$ cat config.mk
export PLATFORM = sky130hd
export DESIGN_NAME = lsp_cordic_cell
export DESIGN_NICKNAME = d
export VERILOG_FILES = /design/src/rtl/lsp_pkg.sv /design/src/rtl/lsp_cordic_cell.sv
export VERILOG_INCLUDE_DIRS = /design/src /design/src/rtl
export SDC_FILE = /design/constraint.sdc
export NUM_CORES = 1
export LEC_CHECK = 0
export ABC_AREA = 1
export BUFFER_PORTS_ARGS = -buffer_cell sky130_fd_sc_hd__buf_2
export CORE_MARGIN = 2
export CORE_UTILIZATION = 30
export DETAILED_ROUTE_END_ITERATION = 10
export MAX_ROUTING_LAYER = met4
export SLEW_MARGIN = 30
export SYNTH_ARGS = -nofsm -noshare
export SYNTH_HDL_FRONTEND = slang
export SYNTH_SLANG_ARGS = --single-unit
export TNS_END_PERCENT = 100
$ cat constraint.sdc
create_clock -name clk -period 8.6 [get_ports clk]
set_input_delay 0.43 -clock clk [delete_from_list [all_inputs] [get_ports clk]]
set_output_delay 0.43 -clock clk [all_outputs]
set_load 0.03 [all_outputs]
$ cat src/rtl/assert_macros.svh
// assertion macros shared by the laser scan projector rtl
// no dependencies; included at the top of the core, cordic cell and scale files
`ifndef ASSERT_MACROS_SVH
`define ASSERT_MACROS_SVH

// generic clocked check, quiet while reset is asserted
`define LSP_ASSERT(name, ck, rstn, prop, msg) \
	name: assert property (@(posedge ck) disable iff (!rstn) prop) \
	else $error(msg);

// same check on the house clock and reset names
`define LSP_CHECK(name, prop, msg) \
	`LSP_ASSERT(name, clk, arst_n, prop, msg)

`endif

$ cat src/rtl/lsp_pkg.sv
// shared types, constants and helper functions of the laser scan projector
// no dependencies; imported by every module of the block
package lsp_pkg;

	localparam int MAX_RAYS_DEF      = 4096;
	localparam int CORDIC_STAGES_DEF = 24;

	localparam int KEPT_TOTAL_W = 13;
	localparam int CFG_INDEX_W  = 3;
	localparam int CFG_DATA_W   = 32;

	// register indexes of the configuration port
	localparam logic [CFG_INDEX_W-1:0] REG_START_ANGLE = 3'd0;
	localparam logic [CFG_INDEX_W-1:0] REG_ANGLE_STEP  = 3'd1;
	localparam logic [CFG_INDEX_W-1:0] REG_MIN_ENABLE  = 3'd2;
	localparam logic [CFG_INDEX_W-1:0] REG_MIN_RANGE   = 3'd3;
	localparam logic [CFG_INDEX_W-1:0] REG_MAX_ENABLE  = 3'd4;
	localparam logic [CFG_INDEX_W-1:0] REG_MAX_RANGE   = 3'd5;
	localparam logic [CFG_INDEX_W-1:0] REG_INT_ENABLE  = 3'd6;

	// angle constants, q3.29 and q2.30
	localparam logic signed [33:0] PI_Q29      = 34'sd1686629713;
	localparam logic signed [33:0] TWO_PI_Q29  = 34'sd3373259426;
	localparam logic signed [33:0] HALF_PI_Q30 = 34'sd1686629713;
	localparam logic signed [33:0] PI_Q30      = 34'sd3373259426;
	localparam logic signed [31:0] GAIN_Q30    = 32'sd652032874;

	localparam logic signed [31:0] ATAN_HEAD [11] = '{
		32'sd843314857, 32'sd497837829, 32'sd263043837, 32'sd133525159,
		32'sd67021687, 32'sd33543516, 32'sd16775851, 32'sd8388437,
		32'sd4194283, 32'sd2097149, 32'sd1048576
	};

	// rotation vector handed from cell to cell, q2.30
	typedef struct packed {
		logic signed [31:0] x;
		logic signed [31:0] y;
		logic signed [31:0] z;
	} cvec_t;

	// per-ray data that rides along the rotation chain
	typedef struct packed {
		logic signed [32:0]        mrange;    // range, negated when the angle was folded
		logic                      kept;
		logic [31:0]               intensity;
		logic                      last;
		logic [KEPT_TOTAL_W-1:0]   total;
	} side_t;

	// atan(2^-i) in q2.30; beyond the table it is 2^(30-i)
	function automatic logic signed [31:0] atan_entry(input int unsigned i);
		logic signed [31:0] r;
		if (i < 11) begin
			r = ATAN_HEAD[i[3:0]];
		end else begin
			r = 32'sd1 <<< (30 - i);
		end
		return r;
	endfunction

	// one correction pass is enough: inputs stay within one turn of [-pi, pi)
	function automatic logic signed [31:0] wrap_angle(input logic signed [33:0] a);
		logic signed [33:0] r;
		if (a >= PI_Q29) begin
			r = a - TWO_PI_Q29;
		end else if (a < -PI_Q29) begin
			r = a + TWO_PI_Q29;
		end else begin
			r = a;
		end
		return r[31:0];
	endfunction

endpackage

$ cat src/rtl/lsp_cordic_cell.sv
// one rotation cell of the cordic chain, with its own valid and ready
// depends on lsp_pkg and assert_macros.svh
`include "assert_macros.svh"

module lsp_cordic_cell #(
	parameter int STAGE = 0
) (
	input  logic          clk,
	input  logic          arst_n,
	input  logic          up_valid,
	output logic          up_ready,
	input  lsp_pkg::cvec_t up_vec,
	input  lsp_pkg::side_t up_side,
	output logic          dn_valid,
	input  logic          dn_ready,
	output lsp_pkg::cvec_t dn_vec,
	output lsp_pkg::side_t dn_side
);
	import lsp_pkg::*;

	logic               valid_q;
	cvec_t              vec_q;
	side_t              side_q;
	cvec_t              nxt;
	logic signed [31:0] dx;
	logic signed [31:0] dy;
	logic signed [31:0] ang;

	assign ang = atan_entry(STAGE);

	always_comb begin
		dx = up_vec.y >>> STAGE;
		dy = up_vec.x >>> STAGE;
		if (!up_vec.z[31]) begin
			nxt.x = up_vec.x - dx;
			nxt.y = up_vec.y + dy;
			nxt.z = up_vec.z - ang;
		end else begin
			nxt.x = up_vec.x + dx;
			nxt.y = up_vec.y - dy;
			nxt.z = up_vec.z + ang;
		end
	end

	assign up_ready = !valid_q || dn_ready;

	always_ff @(posedge clk or negedge arst_n) begin
		if (!arst_n) begin
			valid_q <= 1'b0;
		end else if (up_ready) begin
			valid_q <= up_valid;
		end
	end

	always_ff @(posedge clk) begin
		if (up_ready && up_valid) begin
			vec_q  <= nxt;
			side_q <= up_side;
		end
	end

	assign dn_valid = valid_q;
	assign dn_vec   = vec_q;
	assign dn_side  = side_q;

endmodule

======== After elaboration in Yosys (flattened, before gate mapping) ========
Index checks and enable logic that the tools add are counted.
storage, ports and cells
  bits in registers ....................... 177
  word-level logic and storage cells ...... 18
operators by class
  add/subtract/negate cells ............... 5
  muxes and demuxes ....................... 1
  reductions and logical operators ........ 3
operators with widths
  kind                      number
  $mux W96                  1
  $sub A32 B32 Y32          2
  $add A32 B31 Y32 const B  1
  $add A32 B32 Y32          1
  $sub A32 B31 Y32 const B  1
  $logic_and A1 B1 Y1       1
  $logic_not A1 Y1          1
  $logic_or A1 B1 Y1        1

======== Logic depth before layout (Yosys ltp) ========
Gate-level depths: netlist (run 1).
  word-level depth ........................ 3
  gate-level depth with buffers ........... 17
  depth with buffers taken out ............ 16

======== Worst setup path after synthesis (run 1) ========
Ideal clock, no wire load.
  path kind ............................... register to register
  start point ............................. register valid_q, in the netlist dn_valid
  end point ............................... register side_q (netlist bit dn_side[0]), enable pin
  setup time .............................. 0.768 ns
  data arrival time ....................... 8.980 ns
  required time ........................... 7.832 ns
  slack ................................... -1.147 ns
  stages on the path, launching flop included .. 2
  path buffers ............................ 0
  cell sequence ........................... dfrtp_1 a21oi_1
on the way
  cells in the longest elaborated chain, start to end .. 3
RTL lines
  item                      RTL line               source
  start: declaration        lsp_cordic_cell.sv:21  logic valid_q;
  start signal: assignment  lsp_cordic_cell.sv:51  valid_q <= up_valid;
  $logic_not A1 Y1          lsp_cordic_cell.sv:45  assign up_ready = !valid_q || dn_ready;
  $logic_or A1 B1 Y1        lsp_cordic_cell.sv:45
  $logic_and A1 B1 Y1       lsp_cordic_cell.sv:56  if (up_ready && up_valid) begin
  end signal: assignment    lsp_cordic_cell.sv:58  side_q <= up_side;
  end: declaration          lsp_cordic_cell.sv:23  side_t side_q;
Every way passes these cells.
A chain may end at the register's enable or synchronous reset.

==> impl_metrics.yaml, run 1 <==
outcome:
  status: "finished, final reports clean"
cts:
  worst_skew_pair_later_pin_latency_ns: 0.50
  cts_buffers: 17
  cts.htree.levels: 4
  path_clk_slew_ns: 0.09
  cts.path.max_buffers: 2
  clock_tree.root_cell: "sky130_fd_sc_hd__clkbuf_16"
  cts_sinks: 176
  clock_tree_from_tritoncts: "yes"
sta:
  layout_worst_path_cycle_share_pct: 29.0
  final_period_minus_worst_setup_slack_ns: 2.50
  timing.hold.ws_ns: 0.102
  worst_pin_slew_ns: 0.884
  timing.final.max_slew_violations: 0
  achievable_clock_frequency_mhz: 400
  final.setup.tns_ns: 0
  worst_clock_skew_ns: 0.0155
  final-hold-violation-count: 0
  slew-limit-headroom_pct: 41.1
  rsz0062_at_grt: "false"
  setup_viol_count_final: 0
global_routing:
  globalRouteOverflowTotal: 0
  grt_pass1_vias: 14100
  grt_start_max_net_pins: 176
  grt_first_pass_wirelength_um: 79500
  track_usage_pct: 21.7
  antenna_found_initial: 3
route:
  first_iter_violations: 1053
  route.detailed.vias_per_inst: 4.77
  wl_met2_um: 25800
  drt_pre_antenna_iters: 5
  drc_violation_count_after_routing: 0
  route.detailed.wl_per_inst_um: 17.7
  antenna_violating_nets_post_route: 0
  detailroute.via_count: 14400
  met1Wirelength_um: 23000
  maxUsedRoutingLayer: "met4"
  met3WireLength_um: 3420
  routed_wirelength_um: 53600
cells_and_area:
  layout_commonest_cell: "sky130_fd_sc_hd__nand2_1"
  layout.nets: 2708
  postLayoutCoreUtil_pct: 36.8
  nFillCells: 5130
  post_route_cells_drive_above_1_share_pct: 16.8
  syn2layout_area_growth_pct: 20.7
  layout.cells.most_common_list: "sky130_fd_sc_hd__nand2_1 (712), sky130_fd_sc_hd__inv_1 (359), sky130_fd_sc_hd__buf_2 (357), sky130_fd_sc_hd__edfxtp_1 (175), sky130_fd_sc_hd__nand3_1 (174)"
  post_layout_nonfiller_instances: 3030
pwr:
  power.leakage_nw: 9.21
  p_sw_mw: 1.16
  peakVddDrop_mv: 0.146
  swShare_pct: 40.1
  pwr-share-clk_pct: 29.6
  internal-power_mw: 1.73
  cellPowerDensity_nw_per_um2: 164
  p_comb_share_pct: 33.5
  power.share.sequential_pct: 36.9
critical_path:
  timing.setup.critical_path_class: "primary input to flip-flop"
  regToRegEndpoint: "dn_vec[63]"
  cp-endpoint: "dn_vec[30]"
  crit-reg2reg-launch: "dn_valid"
  timing.critical_path.arrival_ns: 2.76
  critical_path.endpoint_type: "flip-flop"
  ff2ff_path_depth: 3
  critical_path_required_ns: 8.86
  start_kind: "primary input"
  rrSetupSlack_ns: 6.72
  worstPathMaxFanout: 73
  setup.worst_path.start: "up_vec[31]"
worst_hold_path:
  hold_path_depth: 1
  holdCritPathClass: "primary input to flip-flop"
die:
  die_area_um2: 50400
  rows: 80
  initial_core_util_pct: 30.5
  core_area_um2: 47800
  die_width_um: 225
  ioPinCount: 358
  die_outline_height_um: 225
synthesis:
  synth.top_cell.area_share_pct: 36.0
  post_synth_inst_count: 2060
  ys_seq_area_share_pct: 36.2
  synth_seq_cells: 176
  synth_cell_type_count: 40
  syn_nets: 2368
  synth.area.top_cells: "sky130_fd_sc_hd__edfxtp_1 (36%), sky130_fd_sc_hd__nand2_1 (18%), sky130_fd_sc_hd__ha_1 (11%)"
  yosys.area.top_type: "sky130_fd_sc_hd__edfxtp_1"
  synth-warning-count: 0
  syn_area_um2: 14600
  postSynthAreaPerCell_um2: 7.08
placement:
  port_buffers: 357
  number_of_placed_instances_taps_included: 2994
  globalplace.congestion: 0.943
  hpwlAfterDp_um: 44500
run:
  max_cap_violations: 0
[sequential cells by signal, indices dropped and copies added (netlist names)]
signal and flops:
dn_valid 1, dn_vec 95, dn_side 80
[cell families (layout without fill, tap and decap cells)]
| kind of cell | count (synthesis) | in the layout | share of synthesized area (%) |
|---|---|---|---|
| adder cells (fa/ha/maj) | 128 | 128 | 11.2 |
| AND/OR/NAND/NOR | 1092 | 1092 | 30.7 |
| flip-flops | 176 | 176 | 36.2 |
| XOR/XNOR | 45 | 45 | 2.70 |
| other | 0 | 2 | 0 |
| AO/OA/AOI/OAI | 218 | 218 | 8.09 |
| buffers and inverters | 401 | 754 | 11.1 |
[worst max-delay path, stage by stage]
cell and delay (ns):
sky130_fd_sc_hd__buf_2 0.10, sky130_fd_sc_hd__buf_4 0.63, sky130_fd_sc_hd__ha_1 0.42, sky130_fd_sc_hd__a21oi_1 0.24, sky130_fd_sc_hd__o21ai_1 0.14, sky130_fd_sc_hd__nor2_1 0.24
sky130_fd_sc_hd__o21ai_1 0.21, sky130_fd_sc_hd__nand3_1 0.14, sky130_fd_sc_hd__nand2_1 0.06, sky130_fd_sc_hd__nand2_1 0.05, sky130_fd_sc_hd__nand2_1 0.04
[worst min path at each step]
| stage | slack, ns | endpoint | start |
|---|---|---|---|
| 4_1_cts | 0.06 | dn_side[22] | up_side[22] |
| 3_3_place_gp | 0.21 | dn_valid | arst_n |
| 6_report | 0.10 | dn_side[19] | up_side[19] |
| 2_1_floorplan | 0.13 | dn_valid | arst_n |
| 3_5_place_dp | 0.21 | dn_valid | arst_n |
| 5_1_grt | 0.06 | dn_side[22] | up_side[22] |
[synth_stat cells (all sizes together)]
library cell,number
o21ai,64
nor2,146
xor2,39
xnor2,6
nand3b,7
o31ai,1
inv,360
ha,124
buf,30
fa,4
nand4,23
o22ai,4
clkbuf,11
and2,3
dfrtp,1
o211ai,1
o21bai,11
nand3,174
a21o,5
and3,2
nor3,18
o21a,12
nand2,715
a21oi,115
nand2b,1
a31oi,4
edfxtp,175
o221ai,1
nor4,3
[what timing repair did]
action / 4_1_cts / 5_1_grt
hold buffers: 1 / 0
resized for setup: 0 / 0
hold endpoints to repair: 1 / 0
buffers inserted: 0 / 0
[routing by layer]
metal / GRT usage, % / vias to the layer above
met5: - / -
met4: 6.94 / 0
met3: 4.48 / 70
met2: 36.9 / 520
met1: 25.7 / 6611
li1: - / 7246
[per-stage QoR]
stage          cell area, µm²  worst slack [ns]  total power, mW
3_3_place_gp            16900              5.61             2.04
2_1_floorplan           14600              2.56             1.73
6_report                17600              6.10             2.89
5_1_grt                 17600              5.88             3.05
4_1_cts                 17600              6.14             2.92
3_5_place_dp            16900              5.59             2.05
[area by class of cell]
cell class	instances	area (µm²)	share of cell area, %
multi-input cells	1483	7700	43.7
flip-flops and latches	176	5280	30.0
repair buffers	362	1860	10.6
inverters	360	1350	7.67
well taps	615	769	4.37
clock buffers	17	425	2.42
clock inverters	15	221	1.26
diodes	2	5.00	0.0284
[power groups by stage]
stage / Clock, mW / Combinational [mW] / Sequential [mW]
after floorplan: 0 / 0.507 / 1.22
after global placement: 0 / 0.955 / 1.09
after detailed placement: 0 / 0.961 / 1.09
after CTS: 0.882 / 0.966 / 1.07
after global routing: 0.914 / 1.07 / 1.07
final: 0.855 / 0.969 / 1.07
Power figures use the tool's default switching activity.
==> run 2: changes to the inputs <==
==> constraint.sdc (replaced) <==
create_clock -name clk -period 2.1 [get_ports clk]
set_input_delay 0.105 -clock clk [delete_from_list [all_inputs] [get_ports clk]]
set_output_delay 0.105 -clock clk [all_outputs]
set_load 0.03 [all_outputs]
==> impl_metrics.yaml, run 2 (synthesized netlist as in run 1, its figures left out) <==
outcome:
  status: "finished, final reports clean"
die:
  die_width_um: 225
  die_outline_height_um: 225
  initial_core_util_pct: 30.5
  die_area_um2: 50400
  rows: 80
  ioPinCount: 358
  core_area_um2: 47800
critical_path:
  slowest_stage: "sky130_fd_sc_hd__ha_1"
  regToRegEndpoint: "dn_vec[86]"
  rrSetupSlack_ns: 0.55
  cp-endpoint: "dn_vec[94]"
  timing.critical_path.buf_inv: 3
  worst-path-stages: 15
  crit_top_cell: "sky130_fd_sc_hd__nand2_1"
  largest_delay_contributor_family_on_the_critical_path: "simple AND/OR/NAND/NOR gates"
  cp_cell_sequence: "buf_2, inv_1, ha_1, buf_4, nand2_1, nor2_1, nand2_1, nand3_1, nand2_1, nand2_2, nand2_1, nand2_1, nand2_1, nand3_1, nand2_1"
  critical_path.endpoint_type: "flip-flop"
  worstPathMaxFanout: 7
  crit-reg2reg-launch: "dn_valid"
  timing.setup.critical_path_class: "primary input to flip-flop"
  timing.critical_path.arrival_ns: 2.07
  critical_path_required_ns: 2.35
  setup.worst_path.start: "up_vec[34]"
  start_kind: "primary input"
  timing.critical_path.slowest_cell_delay_ns: 0.43
  ff2ff_path_depth: 3
route:
  first_iter_violations: 997
  antenna_violating_nets_post_route: 0
  route.detailed.vias_per_inst: 4.70
  drt_pre_antenna_iters: 6
  routed_wirelength_um: 58600
  detailroute.via_count: 15900
  route.detailed.wl_per_inst_um: 17.3
  drc_violation_count_after_routing: 0
sta:
  setup_viol_count_final: 0
  post-route-worst-setup-slack_ns: 0.282
  final_period_minus_worst_setup_slack_ns: 1.82
  rsz0062_at_grt: "false"
  worst_clock_skew_ns: 0.0158
  final-hold-violation-count: 0
  timing.final.max_slew_violations: 0
  layout_worst_path_cycle_share_pct: 86.6
  achievable_clock_frequency_mhz: 550
  slew-limit-headroom_pct: 50.7
  worst_pin_slew_ns: 0.739
cts:
  path_clk_slew_ns: 0.08
  clock_tree.root_cell: "sky130_fd_sc_hd__clkbuf_16"
  clock_tree_from_tritoncts: "yes"
  cts_resized: 0
  cts.htree.levels: 4
  cts_buffers: 17
  postCtsSetupBuffers: 0
  worst_skew_pair_later_pin_latency_ns: 0.50
  cts.path.max_buffers: 2
  cts_sinks: 176
global_routing:
  grt_first_pass_wirelength_um: 89100
  grt_start_max_net_pins: 67
  track_usage_pct: 24.1
  grt_pass1_vias: 16100
  antenna_found_initial: 1
  globalRouteOverflowTotal: 0
pwr:
  cellPowerDensity_nw_per_um2: 616
  peakVddDrop_mv: 0.625
  power.leakage_nw: 10.9
cells_and_area:
  largest_register_ffs: 95
  layout.cells.most_common_list: "sky130_fd_sc_hd__nand2_1 (712), sky130_fd_sc_hd__inv_1 (359), sky130_fd_sc_hd__buf_2 (357), sky130_fd_sc_hd__buf_4 (271), sky130_fd_sc_hd__edfxtp_1 (175)"
  antenna-diode-count: 0
  syn2layout_area_growth_pct: 40.6
  layout_commonest_cell: "sky130_fd_sc_hd__nand2_1"
  postLayoutCoreUtil_pct: 42.9
  post_route_cells_drive_above_1_share_pct: 24.5
  layout.nets: 3064
  nFillCells: 4888
placement:
  port_buffers: 357
  preCtsSetupSlack_ns: -0.195
  globalplace.congestion: 0.938
  hpwlAfterDp_um: 48200
run:
  max_cap_violations: 0
worst_hold_path:
  holdCritPathClass: "primary input to flip-flop"
[run 2: cell types whose count changed in the layout (fill, tap and decap cells not counted), sizes merged]
cell	delta
buf	+272
dlygate4sd3	+84
diode	-2
clkinv	-1
inv	+1
[run 2: report_power, final]
part / total (mW) / internal [mW] / switching, mW
combinational: 4.79 / 1.79 / 3.00
sequential: 4.37 / 4.26 / 0.110
clock: 3.48 / 1.66 / 1.82
total: 12.6 / 7.71 / 4.93
[run 2: final cells by class]
cell class                 instances  area, µm²  share of cell area (%)
clock inverter                    15        214                    1.04
timing repair buffer             718       4770                    23.3
multi-input combinational       1483       7700                    37.5
sequential                       176       5280                    25.7
tap                              615        769                    3.75
clock buffer                      17        425                    2.07
inverter                         360       1350                    6.59
[run 2: worst min-delay path, stage by stage]
cell                    delay [ns]
sky130_fd_sc_hd__buf_2        0.11
sky130_fd_sc_hd__inv_1        0.09
sky130_fd_sc_hd__buf_4        0.14
[run 2: worst min path at each step]
stage	startpoint	endpoint	slack (ns)	cells past startpoint
detailed placement	arst_n	dn_valid	-0.12	1
finish	up_vec[0]	dn_vec[0]	0.06	3
floorplan	arst_n	dn_valid	-0.19	0
global route	up_vec[0]	dn_vec[0]	0.07	3
global placement	arst_n	dn_valid	-0.12	1
CTS	up_vec[0]	dn_vec[0]	0.01	3
[run 2: metal layers]
layer / routed length (µm) / global-route usage (%) / vias up
met5: 0 / - / -
met2: 28500 / 41.4 / 538
li1: - / - / 7981
met1: 24800 / 27.9 / 7293
met4: 2400 / 10.9 / 0
met3: 2840 / 3.49 / 98
[run 2: stage by stage]
stage	std cells	hold WS, ns	instance area, µm²	setup TNS, ns	power [mW]
final	3384	0.0636	20500	0	12.6
after floorplan	2060	-0.191	14600	-302.64	7.07
after global placement	3267	-0.120	19000	-5.18	9.04
after detailed placement	3267	-0.118	19000	-6.29	9.08
after CTS	3384	0.0142	20500	0	12.8
after global routing	3384	0.0668	20500	0	13.3
[run 2: repair_timing]
| item | in CTS | in global routing |
|---|---|---|
| endpoints found under the hold margin | 83 | 0 |
| setup endpoints to repair | 0 | 0 |
| hold buffers | 85 | 0 |
